`src/hdl/scq_pkg.sv`:
```
package scq_pkg;

  localparam int unsigned ScaleW    = 17;
  localparam int unsigned TimeW     = 48;
  localparam int unsigned DelayW    = 42;
  localparam int unsigned ValueW    = 32;
  localparam int unsigned SlotW     = 4;
  localparam int unsigned CmdW      = 2;
  localparam int unsigned ProdW     = DelayW + ScaleW;
  localparam int unsigned DeadW     = TimeW + 1;
  localparam int unsigned HalfW     = DelayW / 2;
  localparam int unsigned MaxResults = 16;
  localparam int unsigned CountW    = 5;
  localparam logic [ScaleW-1:0] ScaleOne = ScaleW'(65536);
  localparam logic [9:0] UsPerMs = 10'd1000;

  localparam logic [CmdW-1:0] CmdArmUs = 2'd0;
  localparam logic [CmdW-1:0] CmdArmMs = 2'd1;
  localparam logic [CmdW-1:0] CmdDisarm = 2'd2;
  localparam logic [CmdW-1:0] CmdTick  = 2'd3;

  typedef enum logic [4:0] {
    S_IDLE   = 5'b00001,
    S_WRITE  = 5'b00010,
    S_SCAN   = 5'b00100,
    S_DECIDE = 5'b01000,
    S_WAIT   = 5'b10000
  } scq_state_e;

  typedef struct packed {
    logic capture;
    logic write;
    logic scan_start;
    logic take_due;
    logic out_load;
    logic out_final;
  } scq_ctrl_t;

  typedef struct packed {
    logic is_tick;
    logic scan_done;
    logic due;
    logic pend_valid;
    logic out_free;
  } scq_stat_t;

endpackage

```
`src/hdl/scq_ram.sv`:
```
module scq_ram #(
  parameter int unsigned Width = 8,
  parameter int unsigned Depth = 16,
  parameter int unsigned AddrW = (Depth > 1) ? $clog2(Depth) : 1
) (
  input  logic             clk_i,
  input  logic             we_i,
  input  logic [AddrW-1:0] waddr_i,
  input  logic [Width-1:0] wdata_i,
  input  logic [AddrW-1:0] raddr_i,
  output logic [Width-1:0] rdata_o
);

  logic [Width-1:0] mem_q [Depth];
  logic [Width-1:0] rdata_q;

  always_ff @(posedge clk_i) begin
    if (we_i) begin
      mem_q[waddr_i] <= wdata_i;
    end
    rdata_q <= mem_q[raddr_i];
  end

  assign rdata_o = rdata_q;

endmodule

```
`src/hdl/scq_ctrl.sv`:
```
module scq_ctrl (
  input  logic              clk_i,
  input  logic              rst_ni,
  input  logic              in_valid_i,
  output logic              in_stall_o,
  input  scq_pkg::scq_stat_t stat_i,
  output scq_pkg::scq_ctrl_t ctrl_o
);
  import scq_pkg::*;

  scq_state_e state_q, state_d;
  logic [CountW-1:0] count_q, count_d;
  logic more;
  logic need_out;

  assign in_stall_o = (state_q != S_IDLE);
  assign more = stat_i.is_tick && stat_i.due && (count_q < CountW'(MaxResults));
  assign need_out = !more || stat_i.pend_valid;

  always_comb begin
    state_d = state_q;
    count_d = count_q;
    ctrl_o = '0;
    unique case (state_q)
      S_IDLE: begin
        if (in_valid_i) begin
          ctrl_o.capture = 1'b1;
          count_d = '0;
          state_d = S_WRITE;
        end
      end
      S_WRITE: begin
        ctrl_o.write = 1'b1;
        ctrl_o.scan_start = 1'b1;
        state_d = S_SCAN;
      end
      S_SCAN: begin
        if (stat_i.scan_done) begin
          state_d = S_DECIDE;
        end
      end
      S_DECIDE, S_WAIT: begin
        if (!need_out || stat_i.out_free) begin
          ctrl_o.out_load = need_out;
          if (more) begin
            ctrl_o.take_due = 1'b1;
            ctrl_o.scan_start = 1'b1;
            count_d = count_q + 1'b1;
            state_d = S_SCAN;
          end else begin
            ctrl_o.out_final = 1'b1;
            state_d = S_IDLE;
          end
        end else begin
          state_d = S_WAIT;
        end
      end
      default: state_d = S_IDLE;
    endcase
  end

  always_ff @(posedge clk_i or negedge rst_ni) begin
    if (!rst_ni) begin
      state_q <= S_IDLE;
      count_q <= '0;
    end else begin
      state_q <= state_d;
      count_q <= count_d;
    end
  end

  a_count_max: assert property (@(posedge clk_i) disable iff (!rst_ni)
    count_q <= CountW'(MaxResults)) else $error("emit count overflow");
  a_capture_write: assert property (@(posedge clk_i) disable iff (!rst_ni)
    ctrl_o.capture |=> state_q == S_WRITE) else $error("capture not followed by write");
  a_take_needs_due: assert property (@(posedge clk_i) disable iff (!rst_ni)
    ctrl_o.take_due |-> stat_i.due && stat_i.is_tick) else $error("take without due slot");
  a_final_idle: assert property (@(posedge clk_i) disable iff (!rst_ni)
    ctrl_o.out_final |=> state_q == S_IDLE) else $error("final word not closing item");

endmodule

```
`src/hdl/scq_dp.sv`:
```
module scq_dp #(
  parameter int unsigned NUM_TIMERS = 16
) (
  input  logic                           clk_i,
  input  logic                           rst_ni,
  input  scq_pkg::scq_ctrl_t             ctrl_i,
  output scq_pkg::scq_stat_t             stat_o,
  input  logic [scq_pkg::ScaleW-1:0]     scale_i,
  input  logic [scq_pkg::CmdW-1:0]       cmd_i,
  input  logic [scq_pkg::SlotW-1:0]      slot_i,
  input  logic [scq_pkg::ValueW-1:0]     delay_value_i,
  input  logic [scq_pkg::TimeW-1:0]      now_us_i,
  input  logic                           out_stall_i,
  output logic                           out_valid_o,
  output logic                           expired_valid_o,
  output logic [scq_pkg::SlotW-1:0]      expired_slot_o,
  output logic                           last_o,
  output logic                           next_valid_o,
  output logic [scq_pkg::DelayW-1:0]     next_delay_us_o
);
  import scq_pkg::*;

  localparam int unsigned IdxW = (NUM_TIMERS > 1) ? $clog2(NUM_TIMERS) : 1;
  localparam int unsigned ExtW = IdxW + SlotW;
  localparam int unsigned RamW = TimeW + DelayW;

  logic [CmdW-1:0]   cmd_q;
  logic [SlotW-1:0]  slot_q;
  logic [ValueW-1:0] value_q;
  logic [TimeW-1:0]  now_q;

  logic [ExtW-1:0]   slot_ext;
  logic              slot_ok;
  logic [IdxW-1:0]   slot_idx;
  logic              is_arm;
  logic [DelayW-1:0] delay_w;
  logic [NUM_TIMERS-1:0] armed_q;

  logic            run_q;
  logic [IdxW-1:0] cnt_q;
  logic            v1_q, v2_q, v3_q, v4_q;
  logic            a1_q, a2_q, a3_q, a4_q;
  logic [IdxW-1:0] i1_q, i2_q, i3_q, i4_q;
  logic [RamW-1:0] rdata;
  logic [TimeW-1:0] st2_q, st3_q;
  logic [HalfW+ScaleW-1:0] plo_q, phi_q;
  logic [ProdW-1:0] prod3_q;
  logic [DeadW-1:0] dl4_q;

  logic            min_valid_q;
  logic [DeadW-1:0] min_dl_q;
  logic [IdxW-1:0] min_idx_q;
  logic            pend_valid_q;
  logic [IdxW-1:0] pend_idx_q;
  logic [ExtW-1:0] pend_ext;
  logic [DeadW-1:0] diff;
  logic [DelayW-1:0] next_delay;

  logic out_valid_q;
  logic out_free;

  always_ff @(posedge clk_i) begin
    if (ctrl_i.capture) begin
      cmd_q <= cmd_i;
      slot_q <= slot_i;
      value_q <= delay_value_i;
      now_q <= now_us_i;
    end
  end

  assign slot_ext = ExtW'(slot_q);
  assign slot_ok = slot_ext < ExtW'(NUM_TIMERS);
  assign slot_idx = slot_ext[IdxW-1:0];
  assign is_arm = (cmd_q == CmdArmUs) || (cmd_q == CmdArmMs);
  assign delay_w = (cmd_q == CmdArmMs) ? DelayW'(value_q) * DelayW'(UsPerMs) :
                                         DelayW'(value_q);

  always_ff @(posedge clk_i or negedge rst_ni) begin
    if (!rst_ni) begin
      armed_q <= '0;
    end else if (ctrl_i.write && slot_ok && is_arm) begin
      armed_q[slot_idx] <= 1'b1;
    end else if (ctrl_i.write && slot_ok && (cmd_q == CmdDisarm)) begin
      armed_q[slot_idx] <= 1'b0;
    end else if (ctrl_i.take_due) begin
      armed_q[min_idx_q] <= 1'b0;
    end
  end

  scq_ram #(.Width(RamW), .Depth(NUM_TIMERS)) u_ram (
    .clk_i   (clk_i),
    .we_i    (ctrl_i.write && slot_ok && is_arm),
    .waddr_i (slot_idx),
    .wdata_i ({now_q, delay_w}),
    .raddr_i (cnt_q),
    .rdata_o (rdata)
  );

  always_ff @(posedge clk_i or negedge rst_ni) begin
    if (!rst_ni) begin
      run_q <= 1'b0;
      cnt_q <= '0;
      v1_q <= 1'b0;
      v2_q <= 1'b0;
      v3_q <= 1'b0;
      v4_q <= 1'b0;
    end else begin
      if (ctrl_i.scan_start) begin
        run_q <= 1'b1;
        cnt_q <= '0;
      end else if (run_q) begin
        cnt_q <= cnt_q + 1'b1;
        if (cnt_q == IdxW'(NUM_TIMERS - 1)) begin
          run_q <= 1'b0;
        end
      end
      v1_q <= run_q;
      v2_q <= v1_q;
      v3_q <= v2_q;
      v4_q <= v3_q;
    end
  end

  always_ff @(posedge clk_i) begin
    i1_q <= cnt_q;
    a1_q <= armed_q[cnt_q];
    i2_q <= i1_q;
    a2_q <= a1_q;
    st2_q <= rdata[RamW-1:DelayW];
    plo_q <= rdata[HalfW-1:0] * scale_i;
    phi_q <= rdata[DelayW-1:HalfW] * scale_i;
    i3_q <= i2_q;
    a3_q <= a2_q;
    st3_q <= st2_q;
    prod3_q <= (ProdW'(phi_q) << HalfW) + ProdW'(plo_q);
    i4_q <= i3_q;
    a4_q <= a3_q;
    dl4_q <= DeadW'(st3_q) + DeadW'(prod3_q[ProdW-1:16]);
  end

  always_ff @(posedge clk_i or negedge rst_ni) begin
    if (!rst_ni) begin
      min_valid_q <= 1'b0;
      pend_valid_q <= 1'b0;
    end else begin
      if (ctrl_i.scan_start) begin
        min_valid_q <= 1'b0;
      end else if (v4_q && a4_q && (!min_valid_q || dl4_q < min_dl_q)) begin
        min_valid_q <= 1'b1;
      end
      if (ctrl_i.take_due) begin
        pend_valid_q <= 1'b1;
      end else if (ctrl_i.out_final) begin
        pend_valid_q <= 1'b0;
      end
    end
  end

  always_ff @(posedge clk_i) begin
    if (!ctrl_i.scan_start && v4_q && a4_q && (!min_valid_q || dl4_q < min_dl_q)) begin
      min_dl_q <= dl4_q;
      min_idx_q <= i4_q;
    end
    if (ctrl_i.take_due) begin
      pend_idx_q <= min_idx_q;
    end
  end

  assign diff = min_dl_q - DeadW'(now_q);
  assign next_delay = (min_dl_q <= DeadW'(now_q)) ? '0 :
                      (|diff[DeadW-1:DelayW]) ? '1 : diff[DelayW-1:0];
  assign pend_ext = ExtW'(pend_idx_q);
  assign out_free = !out_valid_q || !out_stall_i;

  always_ff @(posedge clk_i or negedge rst_ni) begin
    if (!rst_ni) begin
      out_valid_q <= 1'b0;
    end else if (ctrl_i.out_load) begin
      out_valid_q <= 1'b1;
    end else if (!out_stall_i) begin
      out_valid_q <= 1'b0;
    end
  end

  always_ff @(posedge clk_i) begin
    if (ctrl_i.out_load) begin
      expired_valid_o <= pend_valid_q;
      expired_slot_o <= pend_valid_q ? pend_ext[SlotW-1:0] : '0;
      last_o <= ctrl_i.out_final;
      next_valid_o <= ctrl_i.out_final && min_valid_q;
      next_delay_us_o <= (ctrl_i.out_final && min_valid_q) ? next_delay : '0;
    end
  end

  assign out_valid_o = out_valid_q;

  assign stat_o.is_tick = (cmd_q == CmdTick);
  assign stat_o.scan_done = !run_q && !v1_q && !v2_q && !v3_q && !v4_q;
  assign stat_o.due = min_valid_q && (min_dl_q <= DeadW'(now_q));
  assign stat_o.pend_valid = pend_valid_q;
  assign stat_o.out_free = out_free;

endmodule

```
`src/hdl/scaled_timer_queue_core.sv`:
```
// Arm, disarm or quiet tick: one word loaded after one scan of the timer memory.
// A tick that expires k slots takes k + 1 scans of the timer memory; each scan
// reads one slot per cycle through a 4-stage deadline pipe.
// One item is in work at a time; the output register lets the next item enter early.
// Reset clears all armed flags and sets scale to 1.0; slot memory keeps no reset.
module scaled_timer_queue_core #(
  parameter int unsigned NUM_TIMERS = 16
) (
  input  logic                       clk_i,
  input  logic                       rst_ni,
  input  logic                       cfg_valid,
  output logic                       cfg_ready,
  input  logic [scq_pkg::ScaleW-1:0] cfg_data_i,
  input  logic                       in_valid,
  output logic                       in_stall,
  input  logic [scq_pkg::CmdW-1:0]   cmd_i,
  input  logic [scq_pkg::SlotW-1:0]  slot_i,
  input  logic [scq_pkg::ValueW-1:0] delay_value_i,
  input  logic [scq_pkg::TimeW-1:0]  now_us_i,
  output logic                       out_valid,
  input  logic                       out_stall,
  output logic                       expired_valid_o,
  output logic [scq_pkg::SlotW-1:0]  expired_slot_o,
  output logic                       last_o,
  output logic                       next_valid_o,
  output logic [scq_pkg::DelayW-1:0] next_delay_us_o
);
  import scq_pkg::*;

  logic [ScaleW-1:0] scale_q;
  scq_ctrl_t ctrl;
  scq_stat_t stat;

  assign cfg_ready = 1'b1;

  always_ff @(posedge clk_i or negedge rst_ni) begin
    if (!rst_ni) begin
      scale_q <= ScaleOne;
    end else if (cfg_valid) begin
      scale_q <= cfg_data_i;
    end
  end

  scq_ctrl u_ctrl (
    .clk_i      (clk_i),
    .rst_ni     (rst_ni),
    .in_valid_i (in_valid),
    .in_stall_o (in_stall),
    .stat_i     (stat),
    .ctrl_o     (ctrl)
  );

  scq_dp #(.NUM_TIMERS(NUM_TIMERS)) u_dp (
    .clk_i           (clk_i),
    .rst_ni          (rst_ni),
    .ctrl_i          (ctrl),
    .stat_o          (stat),
    .scale_i         (scale_q),
    .cmd_i           (cmd_i),
    .slot_i          (slot_i),
    .delay_value_i   (delay_value_i),
    .now_us_i        (now_us_i),
    .out_stall_i     (out_stall),
    .out_valid_o     (out_valid),
    .expired_valid_o (expired_valid_o),
    .expired_slot_o  (expired_slot_o),
    .last_o          (last_o),
    .next_valid_o    (next_valid_o),
    .next_delay_us_o (next_delay_us_o)
  );

endmodule
```
`config.mk`:
```
export PLATFORM = sky130hd
export DESIGN_NAME = scaled_timer_queue_core
export DESIGN_NICKNAME = d
export VERILOG_FILES = /design/src/hdl/scq_pkg.sv /design/src/hdl/scq_ram.sv /design/src/hdl/scq_ctrl.sv /design/src/hdl/scq_dp.sv /design/src/hdl/scaled_timer_queue_core.sv
export SDC_FILE = /design/constraint.sdc
export NUM_CORES = 2
export LEC_CHECK = 0
export BUFFER_PORTS_ARGS = -buffer_cell sky130_fd_sc_hd__buf_2
export CAP_MARGIN = 20
export CORE_MARGIN = 5
export CORE_UTILIZATION = 45
export CTS_CLUSTER_DIAMETER = 30
export DETAILED_ROUTE_END_ITERATION = 7
export PLACE_DENSITY = 0.72
export SLEW_MARGIN = 20
export SYNTH_ARGS = -nofsm -noshare
export SYNTH_HDL_FRONTEND = slang
export SYNTH_SLANG_ARGS = --single-unit
export TNS_END_PERCENT = 5
```
`constraint.sdc`:
```
create_clock -name clk_i -period 9.7 [get_ports clk_i]
set_input_delay 0.485 -clock clk_i [delete_from_list [all_inputs] [get_ports clk_i]]
set_output_delay 0.485 -clock clk_i [all_outputs]
set_load 0.01 [all_outputs]
```
==> flow_summary.ini <==
[detailed_routing]
via_count = 62400
ant_nets = 0
wirelength_um = 277000
drc = 0
dr.first_iter.drc_count = 6500
first_pass_iters = 6
via_per_inst = 5.65
routedWlPerCell_um = 25.0

[sta]
clock.fmax_mhz = 125
fin_worst_skew_ps = 100
rsz0062_at_grt = no
finalSetupViolCount = 0
postLayoutSetupSlackWorst_ps = 1730
slew_violations = 0
slew_headroom_pct = 20.5
hold_violations = 0
fin_tns_setup_ps = 0
finalCritPeriodShare_pct = 82.2
worst_pin_slew_ps = 1190
period_needed_ps = 7970

[finish]
syn_to_final_growth_pct = 16.4
nNetsFinal = 8886
fillCellCount = 18600
drive_gt1_share_pct = 18.2
multi_input_area_um2 = 43400
seq_area_um2 = 57600

[floorplanning]
die_area_um2 = 245000
num_rows = 178
start_util_pct = 45.1
io_pins = 160
dieWidth_um = 495
coreArea_um2 = 235000
fp.dieH_um = 495

[synthesis]
ys_types = 93
yosysWarnings = 0
postSynthAreaPerCell_um2 = 14.7
synth_edf_count = 1632
synth_top_area_cell = edfxtp_1
synth-seq-area-share_pct = 54.5
syn_area_um2 = 106000
ys_seq_elements = 2045
synth_most_common_cell = edfxtp_1
netlist_top_cells_count = edfxtp_1 (1,632), inv_1 (1,006), fa_1 (687), nand2_1 (595), ha_1 (464)
syn_nets = 8437
postSynth.asyncResetShare_pct = 2.69
synth_area_leaders = edfxtp_1 (46%), fa_1 (13%), mux4_2 (9.7%), dfxtp_1 (6.8%), ha_1 (5.5%)
synth_flop_cell = edfxtp_1
yosys.area.top_type_share_pct = 46.4
syn_inst = 7178

[setup_path]
path_class = register to register
worst_setup_path_start_kind = register
cpPeakStageDelay_ps = 950
critPathTopFamily = adder cells
cpMostUsedCell = fa_1
crit_path_cell_trace = nand2_1 -> fa_1 -> inv_1 -> fa_1 -> inv_1 -> fa_1 -> inv_1 -> fa_1 -> fa_1 -> inv_1 -> fa_1 -> inv_1 -> ha_1 -> a2111oi_0 -> o21ai_1 -> a221o_1 -> o311ai_1 -> a211oi_1 -> o22a_1 -> a41o_1 -> or2_1 -> a21oi_1 -> xnor2_1
arrival_ps = 8780
critPathMaxFanout = 22
worstPathRequired_ps = 10520
cp_num_buf_inv = 5
end_kind = register
critPathSlowestCell = dfrtp_1

[clocking]
cts_tree = done
htreeDepth = 5
clockRootBuffer = clkbuf_16
path_clk_slew_ps = 40
insertion_delay_ps = 970
postCtsSetupBuffers = 0
cts_buffers = 348
cts_sinks = 2045
cts-resized-gates = 0
clockBufferDepth = 4

[global_route]
grt_overflow = 0
grt_max_degree = 142
grt_pass1_wl_um = 418000
antenna_found_initial = 15
first_global_vias = 65600
grt.total_usage_pct = 22.7

[placed_design]
portBuffers = 158
preCtsSetupSlack_ps = 1750
hpwl_um = 172000
place_congestion = 0.899

[run]
maxCapViolations = 0

[hold_path]
hold_path_class = primary input to async pin

[outcome]
status = completed
-- per-layer routing --
layer  wire [um]  vias to the layer above  GRT usage (%)
met2      136000                     3137           37.4
met1      110000                    32400           31.0
li1            -                    26400              -
met4        8720                        4           7.32
met3       22300                      489           3.95
met5          27                        -              0
-- per-stage QoR --
stage | cells | hold WS, ps | area, um2 | utilization, %
floorplan | 7178 | 189 | 106000 | -
global placement | 10300 | 313 | 110000 | 47.1
detailed placement | 10300 | 312 | 110000 | 47.1
CTS | 11100 | 57.4 | 123000 | 52.5
global route | 11100 | 91.8 | 123000 | 52.5
finish | 11100 | 120 | 123000 | 52.5
-- state kept, by name (all words and copies together) (netlist names), 5 cells and up --
signal	flops
u_dp.dl4_q	49
u_dp.u_ram.rdata_o	90
u_ctrl.state_q	5
u_dp.u_ram.mem_q	1440
u_dp.st3_q	48
u_dp.st2_q	48
u_dp.min_dl_q	49
u_dp.prod3_q	43
u_dp.phi_q	38
u_ctrl.count_q	5
u_dp.value_q	32
u_dp.now_q	48
scale_q	17
u_dp.plo_q	22
u_dp.next_delay_us_o	42
u_dp.armed_q	16
-- area by class of cell --
type / count / share of cell area (%)
Sequential cell: 2045 / 46.8
Antenna cell: 4 / 0.00813
Tap cell: 3150 / 3.20
Timing Repair Buffer: 379 / 2.26
Clock buffer: 398 / 7.51
Clock inverter: 227 / 1.88
Inverter: 1006 / 3.07
Multi-Input combinational cell: 3847 / 35.3
-- layout by cell type, fill, tap and decap left out, types with 97 or more instances in the layout --
cell and count:
mux4_2 455, ha_1 464, dlygate4sd3_1 108, o21ai_0 100, a21oi_1 186, buf_2 157
and2_1 287, fa_1 687, inv_1 1005, buf_4 109, xnor2_1 129, edfxtp_1 1632
a21o_1 97, nor2_1 118, clkbuf_16 357, nand2_1 595, dfxtp_1 358
-- worst register-to-register path, stage by stage, from the launching register on --
cell and delay, ps:
dfrtp_1 950, nand2_1 180, fa_1 520, inv_1 50
fa_1 500, inv_1 60, fa_1 520, inv_1 50
fa_1 380, fa_1 510, inv_1 50, fa_1 470
inv_1 40, ha_1 330, a2111oi_0 440, o21ai_1 120
a221o_1 320, o311ai_1 880, a211oi_1 350, o22a_1 310
a41o_1 280, or2_1 240, a21oi_1 180, xnor2_1 130
-- timing repair --
item                                    in CTS  in global routing
hold buffers                               108                  0
endpoints found under the setup margin       0                  0
endpoints found under the hold margin      163                  0
-- final timing paths --
kind,from,to,slack (ps),cells past startpoint
max reg2reg,scale_q[10],u_dp.plo_q[36],1730,23
min in group clk_i,cfg_valid,scale_q[12],170,2
max in group asynchronous,rst_ni,scale_q[1],8390,3
min,rst_ni,scale_q[16],120,2
min reg2reg,u_dp.plo_q[20],u_dp.prod3_q[20],320,0
max,scale_q[10],u_dp.plo_q[36],1730,23
-- cell families after synthesis --
family                   count (synthesis)  share of synthesized area, %
flip-flops                            2045                          54.5
AND/OR/NAND/NOR                       1321                          6.06
buffers and inverters                 1286                          4.63
adder cells (fa/ha/maj)               1151                          18.5
AO/OA/AOI/OAI                          692                          4.71
multiplexers                           481                          9.97
XOR/XNOR                               201                          1.67
other                                    1                       0.00355
Power is not shown: default switching activity piles up to over one toggle a cycle in this logic, so the estimate is an artifact.
